--- src/design/ldc_pkg.sv ---
package ldc_pkg;

  localparam int unsigned NumChips   = 2;
  localparam int unsigned ColBits    = 6;
  localparam int unsigned PageBits   = 3;
  localparam int unsigned AddrBits   = ColBits + PageBits;
  localparam int unsigned RamDepth   = 1 << AddrBits;
  localparam int unsigned DataBits   = 8;
  localparam int unsigned BusyBits   = 4;

  localparam int unsigned ChipA = 0;
  localparam int unsigned ChipB = 1;

  localparam logic [BusyBits-1:0] BusyEdgesReset = 4'd4;

  localparam logic [7:0] PortBothLo = 8'h50;
  localparam logic [7:0] PortBothHi = 8'h53;
  localparam logic [7:0] PortBLo    = 8'h54;
  localparam logic [7:0] PortBHi    = 8'h57;
  localparam logic [7:0] PortALo    = 8'h58;
  localparam logic [7:0] PortAHi    = 8'h5B;

  localparam logic [7:0] CmdDispOff = 8'h3E;
  localparam logic [7:0] CmdDispOn  = 8'h3F;
  localparam logic [7:0] CmdPageLo  = 8'hB8;
  localparam logic [7:0] CmdPageHi  = 8'hBF;
  localparam logic [7:0] CmdColLo   = 8'h40;
  localparam logic [7:0] CmdColHi   = 8'h7F;
  localparam logic [7:0] CmdLineLo  = 8'hC0;
  localparam logic [7:0] CmdLineHi  = 8'hFF;

  localparam logic [7:0] StatusOff  = 8'h20;
  localparam logic [7:0] StatusBusy = 8'h80;

  typedef enum logic [1:0] {
    FUNC_TICK  = 2'd0,
    FUNC_READ  = 2'd1,
    FUNC_WRITE = 2'd2,
    FUNC_NONE  = 2'd3
  } func_e;

  typedef enum logic [1:0] {
    OFF_CMD    = 2'd0,
    OFF_STATUS = 2'd1,
    OFF_DATA   = 2'd2,
    OFF_DREAD  = 2'd3
  } offset_e;

  typedef enum logic [1:0] {
    ST_CLEAR,
    ST_IDLE,
    ST_LOAD
  } state_e;

  typedef struct packed {
    logic clear;
    logic exec;
    logic load;
  } ctrl_cmd_t;

  typedef struct packed {
    logic clear_last;
  } dp_status_t;

endpackage

--- src/design/ldc_ctrl.sv ---
module ldc_ctrl import ldc_pkg::*; (
  input  logic       clk_i,
  input  logic       rst_ni,
  input  logic       in_valid_i,
  output logic       in_ready_o,
  input  logic [1:0] func_i,
  input  logic [1:0] offset_i,
  output logic       out_valid_o,
  input  logic       out_ready_i,
  output ctrl_cmd_t  cmd_o,
  input  dp_status_t status_i
);

  state_e state_q, state_d;
  logic   out_valid_q, out_valid_d;
  logic   accept;
  logic   is_read;

  assign is_read = (func_e'(func_i) == FUNC_READ);

  always_ff @(posedge clk_i or negedge rst_ni) begin
    if (!rst_ni) begin
      state_q     <= ST_CLEAR;
      out_valid_q <= 1'b0;
    end else begin
      state_q     <= state_d;
      out_valid_q <= out_valid_d;
    end
  end

  always_comb begin
    state_d     = state_q;
    in_ready_o  = 1'b0;
    cmd_o       = '0;
    accept      = 1'b0;
    out_valid_d = out_valid_q;
    if (out_valid_q && out_ready_i) begin
      out_valid_d = 1'b0;
    end
    case (state_q)
      ST_CLEAR: begin
        cmd_o.clear = 1'b1;
        if (status_i.clear_last) begin
          state_d = ST_IDLE;
        end
      end
      ST_IDLE: begin
        in_ready_o = !out_valid_q || out_ready_i;
        accept     = in_valid_i && in_ready_o;
        cmd_o.exec = accept;
        if (accept && is_read) begin
          out_valid_d = 1'b1;
          // pass through ST_LOAD to move the RAM byte into the output latch
          if (offset_e'(offset_i) == OFF_DREAD) begin
            state_d = ST_LOAD;
          end
        end
      end
      ST_LOAD: begin
        cmd_o.load = 1'b1;
        state_d    = ST_IDLE;
      end
      default: begin
        state_d = ST_CLEAR;
      end
    endcase
  end

  assign out_valid_o = out_valid_q;

endmodule

--- config.mk ---
export PLATFORM = sky130hd
export DESIGN_NAME = ldc_ctrl
export DESIGN_NICKNAME = d
export VERILOG_FILES = /design/src/design/ldc_pkg.sv /design/src/design/ldc_ctrl.sv
export SDC_FILE = /design/constraint.sdc
export NUM_CORES = 1
export LEC_CHECK = 0
export ABC_AREA = 0
export BUFFER_PORTS_ARGS = -buffer_cell sky130_fd_sc_hd__buf_2
export CORE_AREA = 5 5 42 44
export CTS_CLUSTER_SIZE = 20
export DETAILED_ROUTE_END_ITERATION = 12
export DIE_AREA = 0 0 47 49
export PLACE_DENSITY = 0.39
export SYNTH_ARGS = -nofsm -noshare
export SYNTH_HDL_FRONTEND = slang
export SYNTH_SLANG_ARGS = --single-unit
--- constraint.sdc ---
create_clock -name clk_i -period 0.9 [get_ports clk_i]
set_input_delay 0.135 -clock clk_i [delete_from_list [all_inputs] [get_ports clk_i]]
set_output_delay 0.135 -clock clk_i [all_outputs]
set_load 0.01 [all_outputs]
==> summary.txt, run 1 <==
Final WS setup - -348 ps
switching pwr - 134 uW
synth cell count leaders - 3 x dfrtp_1, 2 x and2b_2
Final nets - 51
top_reg_cell synth - dfrtp_1
Syn. warnings - 0
fmax - 801 MHz
Tcrit/Tclk final - 139%
Synth Cell Area - 185 sq um
Post-Synth Adder-Cell Area - 0%
Netlist cell types - 13
core area - 1400 sq um
leakage - 0.200 nW
Max Cap Violations - 0
Layout area overhead - 112%
WL met2 - 215 microns
# IOs - 14
total negative slack - -1850 ps
DR vias/cell - 3.95
Relative slew margins - 86.6%
GRT overflow - 0
WL/cell - 10.8 microns
first-pass GRT wire length - 979 microns
Die W - 47 microns
initial antenna violation count - 0
top cell type by total area after synthesis - dfrtp_1
commonest non-fill, non-tap cells in the layout - 10 x buf_2, 5 x buf_6, 5 x buf_4
Clk pin slew, worst setup/hold paths - 40 ps
Clk Latency, worst-skew pair - 240 ps
Max clock buf depth - 2
top sig layer - met4
worst slew pin tran - 200 ps
post-place setup slack - -126 ps
Placed Area - 305 sq um
vias in the first global route - 246
cell area after layout - 393 sq um
Max VDD drop - 0.000792 V
total CTS buffers - 3
initial core utilization - 13.2%
arrival time at the worst endpoint - 1110 ps
Worst Path Required - 760 ps
Crit Path Max Fanout - 3
placed cells - 49
Hold Violations, Final - 0
Synth async-reset ratio - 100%
Sink Count - 3
failing checks - setup timing
final design utilization - 28.0%
Metal-1 WL - 269 microns
top cell type's share of synthesized area - 40.5%
largest family of logic cells by synthesized area - simple AND/OR/NAND/NOR gates
hold path depth - 3
CTS H-tree depth - 1
CTS tree - built
Routed Antenna Nets - 0
post-synthesis sequential area ratio - 40.5%
Comb pwr share - 27.4%
routed wire length - 613 microns
Post-Synth XOR/XNOR Area - 0%
Sw Share - 24.8%
Hold WC Path Type - input pin to flip-flop
crit path time final - 1250 ps
r2r worst-path depth - 5
commonest non-fill, non-tap cell in the layout - buf_2
HP Start - func_i[1]
pwr dens - 1370 nW/um^2
Clock power frac - 44.9%
GRT Util Overall - 6.41%
max-slew violations - 0
part of the power in registers - 27.8%
drt initial violations - 1
crit path kind - flip-flop to primary output
hold path endpoint - state_q[1]
Layout Cells excl Fill - 57
Die ar. - 2300 sq um
startpoint types - flip-flop
Compound-Gate Fraction of Synth Area - 8.11%
number of I/O port buffers - 13
syn nets - 25
DRC viols - 0
count leader, synth - dfrtp_1
drt first pass iters - 2
Die H - 49 microns
status - finished, violations left
post-synthesis mux area share - 0%
met3 wire len - 114 microns
clock skew - 2.91 ps
# fillers - 156
Vias - 225
Synth Area per Inst - 11.6 sq um
RR Endpoint - out_valid_o
Mapped Cells - 16
FF-to-FF setup slack - -230 ps
layout cell share with drive strength beyond 1 - 75.6%
GP Congestion - 0.769
synth top area cells - dfrtp_1 41%, and2b_2 9.5%, a221oi_2 8.1%, nand2b_4 7.4%, and3_4 6.1%
Int Power - 405 uW
Post-synth EDFFs - 0
worst r2r src - state_q[0]
n_diodes - 0
CP endpoint kind - primary output
Std-Cell Rows - 14
simple-gate share of the synthesized area - 51.4%
clk root buf - clkbuf_4
Setup-failing EPs final - 8
RSZ-0062 raised after global routing - true
number of synthesized register bits - 3
largest net degree at the start of global routing - 5
-- area by class of cell --
type	instances	area, sq um	share of cell area, %
multi-input cells	13	118	29.9
clock buffers	4	26.3	6.69
repair buffers	21	154	39.2
flip-flops and latches	3	75.1	19.1
well taps	16	20.0	5.10
-- cells by family after synthesis --
group,count (synthesis)
AO/OA/AOI/OAI,1
flip-flops,3
AND/OR/NAND/NOR,12
-- critical path, stage by stage (launching register included) --
cell	delay, ps
dfrtp_1	390
and2b_2	220
and3_4	150
buf_6	110
-- per-stage QoR --
| stage | power [mW] | hold slack, ps |
|---|---|---|
| floorplan | 0.205 | -161 |
| global placement | 0.260 | -65.5 |
| detailed placement | 0.262 | -63.1 |
| CTS | 0.538 | 198 |
| global route | 0.570 | 220 |
| finish | 0.539 | 199 |
-- flip-flops by register name (all words and copies together), names as in the netlist --
name	count
state_q	2
out_valid_o	1
-- worst max-delay path by stage --
stage          cells after the start          to       start
3_3_place_gp                       3  state_q[0]  state_q[0]
5_1_grt                            3    cmd_o[1]  state_q[1]
6_report                           3    cmd_o[1]  state_q[0]
3_5_place_dp                       3  state_q[0]  state_q[0]
4_1_cts                            3    cmd_o[1]  state_q[0]
2_1_floorplan                      2    cmd_o[1]  state_q[1]
-- power groups by stage --
stage | registers, mW | logic, mW | clock network [mW]
after global routing | 0.150 | 0.160 | 0.260
after CTS | 0.150 | 0.140 | 0.248
after floorplan | 0.155 | 0.0501 | 0
after global placement | 0.151 | 0.109 | 0
after detailed placement | 0.152 | 0.110 | 0
final | 0.150 | 0.148 | 0.242
-- layer usage --
| metal | vias to the layer above | track usage, % |
|---|---|---|
| met4 | 0 | 4.15 |
| li1 | 108 | - |
| met3 | 2 | 6.27 |
| met1 | 99 | 7.05 |
| met2 | 16 | 7.47 |
| met5 | - | 0 |
-- what timing repair did --
action	in CTS	in global routing
endpoints found under the setup margin	8	8
pin swaps	1	1
setup buffers	2	1
gates resized for setup	4	2
hold buffers	1	0
hold endpoints to repair	3	0
Power figures use the tool's default switching activity.
==> run 2: changes to the inputs <==
Settings changed: REMOVE_ABC_BUFFERS from default to 1.
==> run 2 against run 1 <==
  * The run still ends with setup timing left
  * Maximum frequency hardly changed
  * Clock power hardly changed
  * Sequential share of layout area is 1.9 points higher
  * Combinational power is 17% lower
  * Routed wire length is 6.7% lower
  * Global-route usage is 0.34 points lower
  * Flip-flop and latch count stayed put
  * First-iteration DRC count stayed put
  * Utilization is 2.6 points lower
  * Non-clock buffer count is 5 lower
  * Register-to-register slack better by 200 ps
  * Final area is 9.2% lower
  * Critical endpoint unchanged
==> summary.txt, run 2 (synthesis results as in run 1) <==
Hold WC Path Type - input pin to flip-flop
total CTS buffers - 3
failing checks - setup timing
initial core utilization - 13.2%
Int Power - 385 uW
Clock power frac - 46.7%
part of the power in registers - 29.3%
Post-DP HPWL - 473 microns
worst slew pin tran - 171 ps
cell area after layout - 357 sq um
clk root buf - clkbuf_4
Routed Antenna Nets - 0
Relative slew margins - 88.6%
GRT Util Overall - 6.07%
worst r2r src - state_q[1]
layout cell share with drive strength beyond 1 - 75.0%
Worst Path Required - 760 ps
fmax - 802 MHz
Vias - 207
Clk pin slew, worst setup/hold paths - 40 ps
DRC viols - 0
Sw Share - 24.7%
total negative slack - -1280 ps
Largest Register - state_q
CP endpoint kind - primary output
arrival time at the worst endpoint - 1110 ps
Fin Hold WS - 203 ps
Tcrit/Tclk final - 139%
number of I/O port buffers - 13
switching pwr - 126 uW
WL/cell - 11.0 microns
Std-Cell Rows - 14
Placed Area - 285 sq um
drt initial violations - 1
Crit Path Max Fanout - 3
Clk Latency, worst-skew pair - 230 ps
commonest non-fill, non-tap cells in the layout - 10 x buf_2, 4 x buf_6, 3 x clkbuf_4, 3 x dfrtp_1
clock skew - 0.741 ps
drt first pass iters - 2
commonest non-fill, non-tap cell in the layout - buf_2
first-pass GRT wire length - 945 microns
setup bufs post-CTS - 0
Max VDD drop - 0.000564 V
Final nets - 46
final design utilization - 25.4%
startpoint types - flip-flop
core area - 1400 sq um
n_diodes - 0
DR vias/cell - 3.98
Max Cap Violations - 0
status - finished, violations left
initial antenna violation count - 0
Final WS setup - -347 ps
CTS tree - built
Die W - 47 microns
routed wire length - 572 microns
pwr dens - 1430 nW/um^2
GP Congestion - 0.741
RSZ-0062 raised after global routing - true
Layout area overhead - 92.6%
# IOs - 14
CTS H-tree depth - 1
Critical Path Start - state_q[1]
largest net degree at the start of global routing - 5
Die ar. - 2300 sq um
Sink Count - 3
GRT overflow - 0
Comb pwr share - 24.0%
HP Start - func_i[1]
crit path time final - 1250 ps
leakage - 0.178 nW
Setup-failing EPs final - 8
crit path kind - flip-flop to primary output
Overall Power - 511 uW
Die H - 49 microns
Hold Violations, Final - 0
max-slew violations - 0
Max clock buf depth - 2
max reg flops - 2
vias in the first global route - 235
## run 2: stage by stage
stage,instances,setup WS (ps)
after floorplan,16,-65.1
after global placement,47,-134
after detailed placement,47,-152
after CTS,52,-362
after global routing,52,-387
final,52,-347
## run 2: critical path, stage by stage, from the launching register on
cell and delay (ps):
dfrtp_1 380, and2b_2 230, and3_4 170, buf_6 90
## run 2: timing repair
action	CTS	global route
pin swaps	2	1
hold buffers	1	0
endpoints found under the setup margin	8	8
gates resized for setup	8	0
hold endpoints to repair	3	0
## run 2: path summary, 6_finish.rpt
kind,cells past startpoint,slack [ps],endpoint
max,3,-350,cmd_o[1]
min,3,200,state_q[1]
max reg2reg,3,-30,state_q[1]
min reg2reg,2,560,out_valid_o
max in group asynchronous,2,570,out_valid_o
min in group asynchronous,2,230,state_q[1]
## run 2: per-layer routing
layer,part of all wire (%),vias to the layer above,track usage [%]
li1,-,97,-
met1,46,94,6.86
met2,37,14,7.47
met3,16,2,4.80
met4,0.70,0,4.15
met5,0,-,0
## run 2: power by group through the flow
stage | Sequential, mW | Combinational (mW) | Clock (mW)
after floorplan | 0.155 | 0.0434 | 0
after global placement | 0.150 | 0.0943 | 0
after detailed placement | 0.152 | 0.0959 | 0
after CTS | 0.150 | 0.125 | 0.253
after global routing | 0.151 | 0.133 | 0.260
final | 0.150 | 0.123 | 0.239
## run 2: area by class of cell
class / count / area, sq um
Timing Repair Buffer: 16 / 113
Sequential cell: 3 / 75.1
Clock buffer: 4 / 26.3
Fill cell: 160 / 1040
Tap cell: 16 / 20.0
Multi-Input combinational cell: 13 / 123
==> run 3: changes to the inputs <==
Settings changed: BUFFER_PORTS_ARGS -buffer_cell sky130_fd_sc_hd__buf_2 to default, CTS_CLUSTER_SIZE 20 to 10, DONT_BUFFER_PORTS from default to 1, PLACE_DENSITY 0.39 to 0.3.
==> run 3 against run 2 <==
  * The run still ends with setup timing left
  * Clock power is 2% lower
  * Non-clock buffer count is 9 lower
  * Worst setup slack better by 87 ps
  * Via count is 12% lower
  * Sequential power hardly changed
  * Routed wire length is 19% lower
  * Sequential share of layout area is 3.4 points higher
  * Clock skew hardly changed
  * Die area stayed put
  * Cell count is 17% lower
  * First-iteration DRC count is 100% lower
  * Power is 5.4% lower
  * Critical path type unchanged
  * Highest routed layer unchanged
==> summary.txt, run 3 (synthesis results as in run 1) <==
initial core utilization - 13.2%
startpoint types - flip-flop
Fin Hold WS - 103 ps
GP Congestion - 0.644
CTS H-tree depth - 1
CTS tree - built
Final WS setup - -260 ps
max-slew violations - 0
drt initial violations - 0
Tcrit/Tclk final - 129%
fmax - 862 MHz
vias in the first global route - 218
Setup-failing EPs final - 8
DRC viols - 0
total negative slack - -1270 ps
largest net degree at the start of global routing - 5
DR vias/cell - 4.26
Routed Antenna Nets - 0
Max VDD drop - 0.000437 V
number of I/O port buffers - 0
cell area after layout - 307 sq um
final design utilization - 21.9%
Layout Cells excl Fill - 43
status - finished, violations left
Max clock buf depth - 2
Crit Path Max Fanout - 3
GRT overflow - 0
Worst Path Required - 760 ps
layout cell share with drive strength beyond 1 - 63.0%
Clk Latency, worst-skew pair - 230 ps
initial antenna violation count - 0
total CTS buffers - 3
worst slew pin tran - 205 ps
crit path time final - 1160 ps
Vias - 183
Post-DP HPWL - 376 microns
Largest Register - state_q
Std-Cell Rows - 14
Overall Power - 484 uW
Die H - 49 microns
pwr dens - 1580 nW/um^2
Sink Count - 3
n_diodes - 0
arrival time at the worst endpoint - 1030 ps
Hold WC Path Type - input pin to flip-flop
Max Cap Violations - 0
Final nets - 37
leakage - 0.135 nW
GRT Util Overall - 5.51%
crit path kind - flip-flop to primary output
Clk pin slew, worst setup/hold paths - 40 ps
RSZ-0062 raised after global routing - true
Hold Violations, Final - 0
Die W - 47 microns
Die ar. - 2300 sq um
placed cells - 36
post-place setup slack - -87.4 ps
commonest non-fill, non-tap cells in the layout - 4 x buf_4, 3 x clkbuf_4, 3 x dfrtp_1
first-pass GRT wire length - 821 microns
commonest non-fill, non-tap cell in the layout - buf_4
clk root buf - clkbuf_4
clock skew - 0.650 ps
core area - 1400 sq um
# IOs - 14
drt first pass iters - 1
Layout area overhead - 65.5%
failing checks - setup timing
Placed Area - 235 sq um
routed wire length - 463 microns
WL/cell - 10.8 microns
Relative slew margins - 86.2%
max reg flops - 2
CP endpoint kind - primary output
## run 3: changes by cell type in the layout (fill, tap and decap cells not counted)
cell	change
nor2_2	-1
buf_4	+3
buf_6	-2
buf_2	-10
nor3_2	-1
nor3_1	+1
nor2_4	+1
## run 3: path summary, 6_finish.rpt
check	cells after the start	endpoint	startpoint	slack, ps
worst max register to register	3	state_q[0]	state_q[0]	-150
worst min-delay path	2	state_q[1]	func_i[0]	100
worst max-delay path	2	cmd_o[1]	state_q[1]	-260
min in group asynchronous	1	state_q[0]	rst_ni	160
worst min register to register	2	out_valid_o	out_valid_o	560
max in group asynchronous	1	out_valid_o	rst_ni	600
## run 3: where the power goes
| part | internal (mW) | leakage, nW | total, mW | switching (mW) |
|---|---|---|---|---|
| clock | 0.166 | 0.0150 | 0.235 | 0.0688 |
| combinational | 0.0609 | 0.0840 | 0.0974 | 0.0365 |
| sequential | 0.143 | 0.0363 | 0.151 | 0.00813 |
| total | 0.370 | 0.135 | 0.484 | 0.113 |
## run 3: repair_timing
| action | CTS | global route |
|---|---|---|
| setup endpoints to repair | 8 | 8 |
| pin swaps | 5 | 1 |
| hold buffers | 1 | 0 |
| hold endpoints to repair | 3 | 0 |
| resized for setup | 6 | 0 |
| buffers inserted | 2 | 0 |
## run 3: cell type report
cell class / instances / area, sq um
Tap cell: 16 / 20.0
Clock buffer: 4 / 26.3
Multi-Input combinational cell: 13 / 123
Timing Repair Buffer: 7 / 62.6
Fill cell: 165 / 1090
Sequential cell: 3 / 75.1
## run 3: routing by layer
layer  vias up  wire, microns  track usage, %  share of wire [%]
li1         83              -               -                  -
met1        84            203            6.43                 44
met2        14            175            5.66                 38
met3         2             66            3.32                 14
met4         0             17            6.91                3.7
met5         -              0               0                  0
## run 3: critical path, cell delays in order, from the launching register on
cell and delay (ps):
dfrtp_1 370, and2b_2 230, and3_4 190
